**config.mk**
```make
export PLATFORM = sky130hd
export DESIGN_NAME = button_stepper_half_step_controller
export DESIGN_NICKNAME = d
export VERILOG_FILES = /design/src/rtl/core/bsh_pkg.sv /design/src/rtl/core/bsh_fifo.sv /design/src/rtl/core/bsh_front.sv /design/src/rtl/core/bsh_back.sv /design/src/rtl/core/button_stepper_half_step_controller.sv
export SDC_FILE = /design/constraint.sdc
export NUM_CORES = 1
export LEC_CHECK = 0
export BUFFER_PORTS_ARGS = -buffer_cell sky130_fd_sc_hd__clkbuf_2
export CAP_MARGIN = 20
export CORE_ASPECT_RATIO = 0.75
export CORE_MARGIN = 5
export CORE_UTILIZATION = 52
export CTS_BUF_LIST = sky130_fd_sc_hd__clkbuf_8 sky130_fd_sc_hd__clkbuf_16
export DETAILED_ROUTE_END_ITERATION = 16
export GPL_ROUTABILITY_DRIVEN = 1
export PLACE_DENSITY = 0.69
export SLEW_MARGIN = 30
export SYNTH_ARGS = -nofsm -noshare
export SYNTH_HDL_FRONTEND = slang
export SYNTH_SLANG_ARGS = --single-unit
```
**constraint.sdc**
```tcl
create_clock -name clk -period 4.2 [get_ports clk]
set_input_delay 0.42 -clock clk [delete_from_list [all_inputs] [get_ports clk]]
set_output_delay 0.42 -clock clk [all_outputs]
set_load 0.03 [all_outputs]
```
**src/rtl/core/bsh_pkg.sv**
```systemverilog
`timescale 1ns / 1ps
`default_nettype none

package bsh_pkg;

  // Configuration register indexes
  typedef enum logic [2:0] {
    CFG_DEBOUNCE  = 3'd0,
    CFG_STEP_WAIT = 3'd1,
    CFG_HEARTBEAT = 3'd2,
    CFG_NUDGE     = 3'd3,
    CFG_SWEEP     = 3'd4,
    CFG_STARTUP   = 3'd5
  } cfg_idx_t;

  localparam logic [7:0]  DEBOUNCE_RST  = 8'd10;
  localparam logic [15:0] STEP_WAIT_RST = 16'd15;
  localparam logic [15:0] HEARTBEAT_RST = 16'd500;
  localparam logic [7:0]  NUDGE_RST     = 8'd2;
  localparam logic [7:0]  SWEEP_RST     = 8'd200;
  localparam logic [7:0]  STARTUP_RST   = 8'd8;

  localparam logic [5:0]  PATTERN_OFF   = 6'h39;
  localparam logic [7:0]  HOLD_MAX      = 8'd255;
  localparam int          NUM_BUTTONS   = 4;

  typedef struct packed {
    logic [7:0]  debounce_ticks;
    logic [15:0] step_wait_ticks;
    logic [15:0] heartbeat_ticks;
    logic [7:0]  nudge_steps;
    logic [7:0]  sweep_steps;
    logic [7:0]  startup_steps;
  } cfg_t;

  // One classified tick: presses registered in it and the heartbeat level
  typedef struct packed {
    logic [NUM_BUTTONS-1:0] press;
    logic                   heartbeat;
  } tick_rec_t;

  typedef struct packed {
    logic [5:0] phase_pattern;
    logic       heartbeat_led;
    logic       toggle_led;
    logic       motor_busy;
  } result_t;

  typedef struct packed {
    logic       active;
    logic [5:0] drive;
  } motor_status_t;

  // Half-step phase table
  function automatic logic [5:0] phase_lut(input logic [2:0] idx);
    logic [5:0] pat;
    case (idx)
      3'd0:    pat = 6'h3C;
      3'd1:    pat = 6'h2E;
      3'd2:    pat = 6'h2B;
      3'd3:    pat = 6'h27;
      3'd4:    pat = 6'h35;
      3'd5:    pat = 6'h17;
      3'd6:    pat = 6'h1B;
      3'd7:    pat = 6'h1E;
      default: pat = PATTERN_OFF;
    endcase
    return pat;
  endfunction

endpackage

`default_nettype wire

```
**src/rtl/core/bsh_fifo.sv**
```systemverilog
`timescale 1ns / 1ps
`default_nettype none

module bsh_fifo #(
  parameter int WIDTH = 8,
  parameter int DEPTH = 2
) (
  input  wire logic             clk,
  input  wire logic             rst_n,
  input  wire logic             push,
  input  wire logic [WIDTH-1:0] wdata,
  output logic                  full,
  input  wire logic             pop,
  output logic [WIDTH-1:0]      rdata,
  output logic                  empty
);

  localparam int PW = (DEPTH > 1) ? $clog2(DEPTH) : 1;
  localparam int CW = $clog2(DEPTH + 1);
  localparam logic [PW-1:0] LAST = PW'(DEPTH - 1);
  localparam logic [CW-1:0] FULL_CNT = CW'(DEPTH);

  logic [WIDTH-1:0] mem_r [DEPTH];
  logic [PW-1:0]    wr_ptr_r, wr_ptr_nxt;
  logic [PW-1:0]    rd_ptr_r, rd_ptr_nxt;
  logic [CW-1:0]    count_r, count_nxt;
  logic             do_push, do_pop;

  assign full    = (count_r == FULL_CNT);
  assign empty   = (count_r == '0);
  assign do_push = push && !full;
  assign do_pop  = pop && !empty;
  assign rdata   = mem_r[rd_ptr_r];

  // Advance pointers with wrap and track occupancy
  always_comb begin
    wr_ptr_nxt = wr_ptr_r;
    rd_ptr_nxt = rd_ptr_r;
    count_nxt  = count_r;
    if (do_push) begin
      wr_ptr_nxt = (wr_ptr_r == LAST) ? '0 : wr_ptr_r + 1'b1;
    end
    if (do_pop) begin
      rd_ptr_nxt = (rd_ptr_r == LAST) ? '0 : rd_ptr_r + 1'b1;
    end
    if (do_push && !do_pop) begin
      count_nxt = count_r + 1'b1;
    end else if (do_pop && !do_push) begin
      count_nxt = count_r - 1'b1;
    end
  end

  always_ff @(posedge clk) begin
    if (!rst_n) begin
      wr_ptr_r <= '0;
      rd_ptr_r <= '0;
      count_r  <= '0;
    end else begin
      wr_ptr_r <= wr_ptr_nxt;
      rd_ptr_r <= rd_ptr_nxt;
      count_r  <= count_nxt;
    end
  end

  // Store request payload
  always_ff @(posedge clk) begin
    if (do_push) begin
      mem_r[wr_ptr_r] <= wdata;
    end
  end

endmodule

`default_nettype wire

```
**src/rtl/core/bsh_front.sv**
```systemverilog
`timescale 1ns / 1ps
`default_nettype none

module bsh_front (
  input  wire logic                              clk,
  input  wire logic                              rst_n,
  input  wire logic                              accept,
  input  wire logic [bsh_pkg::NUM_BUTTONS-1:0]   buttons,
  input  wire bsh_pkg::cfg_t                     cfg,
  output bsh_pkg::tick_rec_t                     rec
);

  localparam int NB = bsh_pkg::NUM_BUTTONS;

  logic [15:0] tick_r, tick_nxt, tick_inc;
  logic        hb_r, hb_nxt;
  logic [7:0]  hold_r [NB];
  logic [7:0]  hold_nxt [NB];
  logic [NB-1:0] rel_r, rel_nxt;
  logic [NB-1:0] press;

  // Divide ticks for the heartbeat
  always_comb begin
    tick_inc = tick_r + 16'd1;
    tick_nxt = tick_inc;
    hb_nxt   = hb_r;
    if (tick_inc >= cfg.heartbeat_ticks) begin
      tick_nxt = '0;
      hb_nxt   = ~hb_r;
    end
  end

  // Debounce each button: one press per hold, only after a release
  always_comb begin
    for (int i = 0; i < NB; i++) begin
      press[i]    = 1'b0;
      rel_nxt[i]  = rel_r[i];
      hold_nxt[i] = hold_r[i];
      if (buttons[i]) begin
        if (hold_r[i] != bsh_pkg::HOLD_MAX) begin
          hold_nxt[i] = hold_r[i] + 8'd1;
        end
        if ((hold_nxt[i] >= cfg.debounce_ticks) && rel_r[i]) begin
          press[i]   = 1'b1;
          rel_nxt[i] = 1'b0;
        end
      end else begin
        hold_nxt[i] = '0;
        rel_nxt[i]  = 1'b1;
      end
    end
  end

  assign rec.press     = press;
  assign rec.heartbeat = hb_nxt;

  always_ff @(posedge clk) begin
    if (!rst_n) begin
      tick_r <= '0;
      hb_r   <= 1'b0;
      rel_r  <= '0;
      for (int i = 0; i < NB; i++) begin
        hold_r[i] <= '0;
      end
    end else if (accept) begin
      tick_r <= tick_nxt;
      hb_r   <= hb_nxt;
      rel_r  <= rel_nxt;
      for (int i = 0; i < NB; i++) begin
        hold_r[i] <= hold_nxt[i];
      end
    end
  end

endmodule

`default_nettype wire

```
**src/rtl/core/bsh_back.sv**
```systemverilog
`timescale 1ns / 1ps
`default_nettype none

module bsh_back (
  input  wire logic                  clk,
  input  wire logic                  rst_n,
  input  wire bsh_pkg::cfg_t         cfg,
  input  wire logic                  startup_wr,
  input  wire logic [7:0]            startup_val,
  input  wire logic                  rec_valid,
  input  wire bsh_pkg::tick_rec_t    rec,
  output logic                       rec_take,
  input  wire logic                  res_full,
  output bsh_pkg::result_t           res,
  output bsh_pkg::motor_status_t     status
);

  localparam int NB = bsh_pkg::NUM_BUTTONS;

  logic [NB-1:0] pend_r, pend_nxt;
  logic          tog_r, tog_nxt;
  logic          act_r, act_nxt;
  logic [7:0]    steps_r, steps_nxt;
  logic          mdir_r, mdir_nxt;
  logic          sdir_r, sdir_nxt;
  logic [15:0]   wait_r, wait_nxt;
  logic [2:0]    ph_r, ph_nxt;
  logic [5:0]    drv_r, drv_nxt;
  logic          armed_r;

  assign rec_take = rec_valid && !res_full;

  // Dispatch pending presses while idle, then run one motor tick
  always_comb begin
    pend_nxt  = pend_r | rec.press;
    tog_nxt   = tog_r;
    act_nxt   = act_r;
    steps_nxt = steps_r;
    mdir_nxt  = mdir_r;
    sdir_nxt  = sdir_r;
    wait_nxt  = wait_r;
    ph_nxt    = ph_r;
    drv_nxt   = drv_r;
    if (!act_r) begin
      if (pend_nxt[0]) begin
        pend_nxt[0] = 1'b0;
        tog_nxt     = ~tog_r;
      end
      if (pend_nxt[1]) begin
        pend_nxt[1] = 1'b0;
        steps_nxt   = cfg.nudge_steps;
        mdir_nxt    = 1'b1;
        wait_nxt    = '0;
        act_nxt     = 1'b1;
      end else if (pend_nxt[2]) begin
        pend_nxt[2] = 1'b0;
        steps_nxt   = cfg.nudge_steps;
        mdir_nxt    = 1'b0;
        wait_nxt    = '0;
        act_nxt     = 1'b1;
      end else if (pend_nxt[3]) begin
        pend_nxt[3] = 1'b0;
        steps_nxt   = cfg.sweep_steps;
        mdir_nxt    = sdir_r;
        sdir_nxt    = ~sdir_r;
        wait_nxt    = '0;
        act_nxt     = 1'b1;
      end
    end
    if (act_nxt) begin
      if (wait_nxt > 16'd1) begin
        wait_nxt = wait_nxt - 16'd1;
      end else if (steps_nxt != '0) begin
        ph_nxt    = mdir_nxt ? (ph_r - 3'd1) : (ph_r + 3'd1);
        drv_nxt   = bsh_pkg::phase_lut(ph_nxt);
        steps_nxt = steps_nxt - 8'd1;
        wait_nxt  = cfg.step_wait_ticks;
      end else begin
        drv_nxt  = bsh_pkg::PATTERN_OFF;
        act_nxt  = 1'b0;
        wait_nxt = '0;
      end
    end
  end

  assign res.phase_pattern = drv_nxt;
  assign res.heartbeat_led = rec.heartbeat;
  assign res.toggle_led    = tog_nxt;
  assign res.motor_busy    = act_nxt;

  assign status.active = act_r;
  assign status.drive  = drv_r;

  always_ff @(posedge clk) begin
    if (!rst_n) begin
      pend_r  <= '0;
      tog_r   <= 1'b0;
      act_r   <= 1'b1;
      steps_r <= bsh_pkg::STARTUP_RST;
      mdir_r  <= 1'b0;
      sdir_r  <= 1'b0;
      wait_r  <= '0;
      ph_r    <= '0;
      drv_r   <= bsh_pkg::PATTERN_OFF;
      armed_r <= 1'b1;
    end else if (rec_take) begin
      pend_r  <= pend_nxt;
      tog_r   <= tog_nxt;
      act_r   <= act_nxt;
      steps_r <= steps_nxt;
      mdir_r  <= mdir_nxt;
      sdir_r  <= sdir_nxt;
      wait_r  <= wait_nxt;
      ph_r    <= ph_nxt;
      drv_r   <= drv_nxt;
      armed_r <= 1'b0;
    end else if (startup_wr && armed_r) begin
      // Reload the startup move until the first tick
      steps_r <= startup_val;
    end
  end

endmodule

`default_nettype wire

```
**src/rtl/core/button_stepper_half_step_controller.sv**
```systemverilog
// Button-driven half-step stepper controller.
// Input channel (push/full): one request per 1 ms tick with four raw button
// levels; accepted at a clock edge with push high and full low.
// Result channel (empty/pop): one result per tick, oldest first, holding the
// phase pattern, heartbeat LED, toggle LED and busy flag after that tick.
// Configuration: cfg_wr_en, cfg_index and cfg_wdata write one register per
// edge; write only while no tick is in flight.
// A front stage debounces buttons and divides the heartbeat, a queue carries
// its classified ticks to a back stage that dispatches presses and walks
// the half-step table into a result queue.
// A tick is held in the tick queue, then its result in the result queue.
// Throughput: one tick per cycle while the result queue is not full.
// When pop is held low the result queue fills, then the tick queue, and
// full rises; nothing is lost and accepting resumes as results drain.
// Reset (rst_n low at an edge) restores register defaults, empties both
// queues and arms the clockwise startup move; writing startup_steps before
// the first tick also sets that move's length.
`timescale 1ns / 1ps
`default_nettype none

module button_stepper_half_step_controller #(
  parameter int QUEUE_DEPTH = 2
) (
  input  wire logic        clk,
  input  wire logic        rst_n,
  input  wire logic        push,
  output logic             full,
  input  wire logic        in_button_zero,
  input  wire logic        in_button_one,
  input  wire logic        in_button_two,
  input  wire logic        in_button_three,
  output logic             empty,
  input  wire logic        pop,
  output logic [5:0]       out_phase_pattern,
  output logic             out_heartbeat_led,
  output logic             out_toggle_led,
  output logic             out_motor_busy,
  input  wire logic        cfg_wr_en,
  input  wire logic [2:0]  cfg_index,
  input  wire logic [15:0] cfg_wdata
);

  localparam int REC_W = $bits(bsh_pkg::tick_rec_t);
  localparam int RES_W = $bits(bsh_pkg::result_t);

  bsh_pkg::cfg_t          cfg_r;
  bsh_pkg::tick_rec_t     front_rec, back_rec;
  bsh_pkg::result_t       back_res, out_res;
  bsh_pkg::motor_status_t status;
  logic                   accept;
  logic                   mid_empty, rec_take, res_full;
  logic                   startup_wr;

  assign accept     = push && !full;
  assign startup_wr = cfg_wr_en && (cfg_index == bsh_pkg::CFG_STARTUP);

  // Write configuration registers
  always_ff @(posedge clk) begin
    if (!rst_n) begin
      cfg_r.debounce_ticks  <= bsh_pkg::DEBOUNCE_RST;
      cfg_r.step_wait_ticks <= bsh_pkg::STEP_WAIT_RST;
      cfg_r.heartbeat_ticks <= bsh_pkg::HEARTBEAT_RST;
      cfg_r.nudge_steps     <= bsh_pkg::NUDGE_RST;
      cfg_r.sweep_steps     <= bsh_pkg::SWEEP_RST;
      cfg_r.startup_steps   <= bsh_pkg::STARTUP_RST;
    end else if (cfg_wr_en) begin
      case (cfg_index)
        bsh_pkg::CFG_DEBOUNCE:  cfg_r.debounce_ticks  <= cfg_wdata[7:0];
        bsh_pkg::CFG_STEP_WAIT: cfg_r.step_wait_ticks <= cfg_wdata;
        bsh_pkg::CFG_HEARTBEAT: cfg_r.heartbeat_ticks <= cfg_wdata;
        bsh_pkg::CFG_NUDGE:     cfg_r.nudge_steps     <= cfg_wdata[7:0];
        bsh_pkg::CFG_SWEEP:     cfg_r.sweep_steps     <= cfg_wdata[7:0];
        bsh_pkg::CFG_STARTUP:   cfg_r.startup_steps   <= cfg_wdata[7:0];
        default: ;
      endcase
    end
  end

  bsh_front u_front (
    .clk     (clk),
    .rst_n   (rst_n),
    .accept  (accept),
    .buttons ({in_button_three, in_button_two, in_button_one, in_button_zero}),
    .cfg     (cfg_r),
    .rec     (front_rec)
  );

  bsh_fifo #(
    .WIDTH (REC_W),
    .DEPTH (QUEUE_DEPTH)
  ) u_tick_q (
    .clk   (clk),
    .rst_n (rst_n),
    .push  (push),
    .wdata (front_rec),
    .full  (full),
    .pop   (rec_take),
    .rdata (back_rec),
    .empty (mid_empty)
  );

  bsh_back u_back (
    .clk         (clk),
    .rst_n       (rst_n),
    .cfg         (cfg_r),
    .startup_wr  (startup_wr),
    .startup_val (cfg_wdata[7:0]),
    .rec_valid   (!mid_empty),
    .rec         (back_rec),
    .rec_take    (rec_take),
    .res_full    (res_full),
    .res         (back_res),
    .status      (status)
  );

  bsh_fifo #(
    .WIDTH (RES_W),
    .DEPTH (QUEUE_DEPTH)
  ) u_res_q (
    .clk   (clk),
    .rst_n (rst_n),
    .push  (rec_take),
    .wdata (back_res),
    .full  (res_full),
    .pop   (pop),
    .rdata (out_res),
    .empty (empty)
  );

  assign out_phase_pattern = out_res.phase_pattern;
  assign out_heartbeat_led = out_res.heartbeat_led;
  assign out_toggle_led    = out_res.toggle_led;
  assign out_motor_busy    = out_res.motor_busy;

  // Windings are off whenever the motor is idle
  a_idle_off: assert property (@(posedge clk) disable iff (!rst_n)
    !status.active |-> (status.drive == bsh_pkg::PATTERN_OFF))
    else $error("idle motor with energized windings");

  // An accepted tick lands in the tick queue
  a_tick_queued: assert property (@(posedge clk) disable iff (!rst_n)
    (accept && !rec_take) |=> !mid_empty)
    else $error("accepted tick missing from queue");

  // A taken tick always produces a queued result
  a_result_queued: assert property (@(posedge clk) disable iff (!rst_n)
    (rec_take && !pop) |=> !empty)
    else $error("taken tick produced no result");

endmodule

`default_nettype wire
```
==> run metrics <==
share of cells above drive strength 1=11.8%; end-of-flow core utilization=58.3%; Site Rows=44; sequential share of the synthesized area=43.1%; CP peak stage delay=0.57 ns; logic gate share of total power=40.2%; Vias/cell=5.81; Final Setup Violations=0; flop-to-flop setup slack=0.42 ns; Routed Antenna Nets=0; fin crit period=3.78 ns; met3 Use GR=4.38%; Worst-Margin Slew=0.795 ns; HP Class=in -> reg; final worst slack=0.416 ns; Most used DFF post-synth=dfxtp_1; YS warnings=0; Clock Sink Count=189; CTS HTree Levels=4; met1 Use GR=31.8%; CTS Buffer Depth=2; RSZ-0062 raised after global routing=no; first-pass GRT wire length=39.5 mm; GRT overflow=0; drt pass-1 iters=5; CTS Buf Count=17; Leak Pwr=4.50 nW; final RePlAce weighted congestion=0.871; switch share=39.1%; worst-skew pair later-pin latency=0.44 ns; crit path cell chain=mux2_2 -> nor4_4 -> a21o_1 -> nand2_1 -> inv_1 -> ha_1 -> nor2_1 -> nor4b_1 -> o21ai_0 -> buf_4 -> nor2_1 -> nand4_1 -> xnor2_1 -> o32ai_1; final-layout fill cell count=1,714; Die Y=131 microns; Resized cells post-CTS=0; met2 GRT Util=31.6%; Rel. slew slack=47.0%; Int Pwr=4.34 mW; Mapped Cells=1,133; layout net count=1,250; Setup Buffers After CTS=0; top-count cell post-synth=nand2_1; Synth area leaders=dfxtp_1 25%, edfxtp_1 18%, ha_1 7.7%, nand2_1 5.8%, a21oi_1 5.5%; pin count of the biggest net entering global routing=72; run status=completed; via count=8,279; setup TNS=0 ns; antenna violations before repair=0; peak supply drop=0.000339 V; GR peak layer=met1; CP required=4.55 ns; core box area=19,300 sq um; Syn Nets=1,225; flops & latches, synth=189; crit path buf inv count=2; Final Cycle Share=90.1%; cell family with most CP delay=simple AND/OR/NAND/NOR gates; Tot GR Track Use=21.3%; cts hold-fix bufs=0; worst-path maximum fanout=11; final hold vios=0; Initial Util=52.7%; Synth top area share=25.4%; Max Clock Freq=0.264 GHz; 1st-iter DRT viols=696; cell mode on critical path=nor2_1; top post-synthesis cells by count=156 x nand2_1, 129 x dfxtp_1, 112 x a21oi_1, 74 x nor2_1, 63 x ha_1; Post-synth EDFFs=60; Final Cell Area=11,300 sq um; max_cap viols=0; Reg clk slew, reported paths=0.08 ns; CP max-delay cell=nor4b_1; width of the die=172 microns; power share of the clock group=24.4%; Post-synth ARST share=0%; Area after DPL=10,600 sq um; Total Wirelength=24.0 mm; sw power=2.79 mW; total die area=22,500 sq um; synthesized area=10,200 sq um; Slew Viols, Final=0; number of remaining DRC errors=0; Flop pwr share=35.3%; Place WS=0.538 ns; kind of critical path=reg -> reg; CP Capture Type=flip-flop; Yosys top cell by area=dfxtp_1; Startpoint Class=flip-flop; IO Port Bufs=38; PwrDens=632 nW/um^2; Synth cell types=79; Worst Skew=0.0112 ns; Critical Path AT=4.14 ns; CTS Root Cell=clkbuf_16; CTS tree=built; post-DP HPWL=17.0 mm; number of global-route vias before repair=7,860; Area growth syn-to-layout=10.7%; ant diodes=0; Ports=39; routed length per placed instance=16.8 microns; syn avg cell area=8.98 sq um
[power groups by stage]
stage	clock [mW]	combinational (mW)	sequential, mW
3_3_place_gp	0	2.76	2.54
5_1_grt	1.85	3.18	2.56
3_5_place_dp	0	2.83	2.55
2_1_floorplan	0	2.20	2.45
6_report	1.74	2.87	2.51
4_1_cts	1.77	2.84	2.51
[kinds of logic after synthesis]
group,count (synthesis),synth area share (%)
AND/OR/NAND/NOR,411,19.3
AO/OA/AOI/OAI,286,17.7
multiplexers,32,3.49
flip-flops,189,43.1
adder cells (fa/ha/maj),64,7.94
XOR/XNOR,56,4.82
buffers and inverters,95,3.63
[cells in the final DEF (no fill, tap or decap), types with 36 or more instances in the layout]
| cell type | netlist | routed |
|---|---|---|
| o21ai_0 | 61 | 60 |
| inv_1 | 42 | 42 |
| a21oi_1 | 112 | 112 |
| ha_1 | 63 | 63 |
| xnor2_1 | 36 | 36 |
| clkbuf_2 | 0 | 38 |
| nand2_1 | 156 | 156 |
| edfxtp_1 | 60 | 60 |
| nand3_1 | 41 | 41 |
| nor2_1 | 74 | 73 |
| dfxtp_1 | 129 | 129 |
[final timing paths]
kind                start           endpoint  cells past startpoint
max             flip-flop  u_back.steps_r[6]                     14
max reg2reg     flip-flop  u_back.steps_r[6]                     14
min          cfg_wdata[9]          cfg_r[49]                      3
min reg2reg     cfg_r[62]          cfg_r[62]                      2
[sequential cells by signal, summed over array words and instances, names as in the netlist, 2 cells and up, named ones only]
name              count
u_back.steps_r        8
u_front.hold_r       32
cfg_r                56
u_back.drv_r          6
u_front.rel_r         4
u_res_q.count_r       2
u_back.wait_r        16
u_back.pend_r         4
u_tick_q.mem_r       10
u_back.ph_r           3
u_res_q.mem_r        18
u_tick_q.count_r      2
u_front.tick_r       16
[per-layer routing]
metal	part of all wire, %	vias to the layer above
met1	49	3921
met5	0	-
li1	-	4134
met2	44	199
met3	5.6	25
met4	1.3	0
[worst reg2reg max path: stages, from the launching register on]
cell,delay [ns]
dfxtp_1,0.53
mux2_2,0.46
nor4_4,0.16
a21o_1,0.31
nand2_1,0.14
inv_1,0.07
ha_1,0.13
nor2_1,0.07
nor4b_1,0.57
o21ai_0,0.19
buf_4,0.21
nor2_1,0.30
nand4_1,0.16
xnor2_1,0.15
o32ai_1,0.25
[area by class of cell]
cell class	instances	area [sq um]	share of cell area, %
Clock buffer	18	439	3.90
Multi-Input combinational cell	849	5440	48.3
Clock inverter	14	193	1.71
Timing Repair Buffer	57	333	2.95
Sequential cell	189	4380	38.9
Tap cell	253	317	2.81
Inverter	44	165	1.47
[metrics by stage]
step	instances	hold WS [ns]	total power, mW
floorplan	1133	0.423	4.65
global placement	1392	0.431	5.30
detailed placement	1392	0.442	5.38
CTS	1424	0.203	7.12
global route	1424	0.205	7.59
finish	1424	0.217	7.12
(Power assumes the default switching activity.)
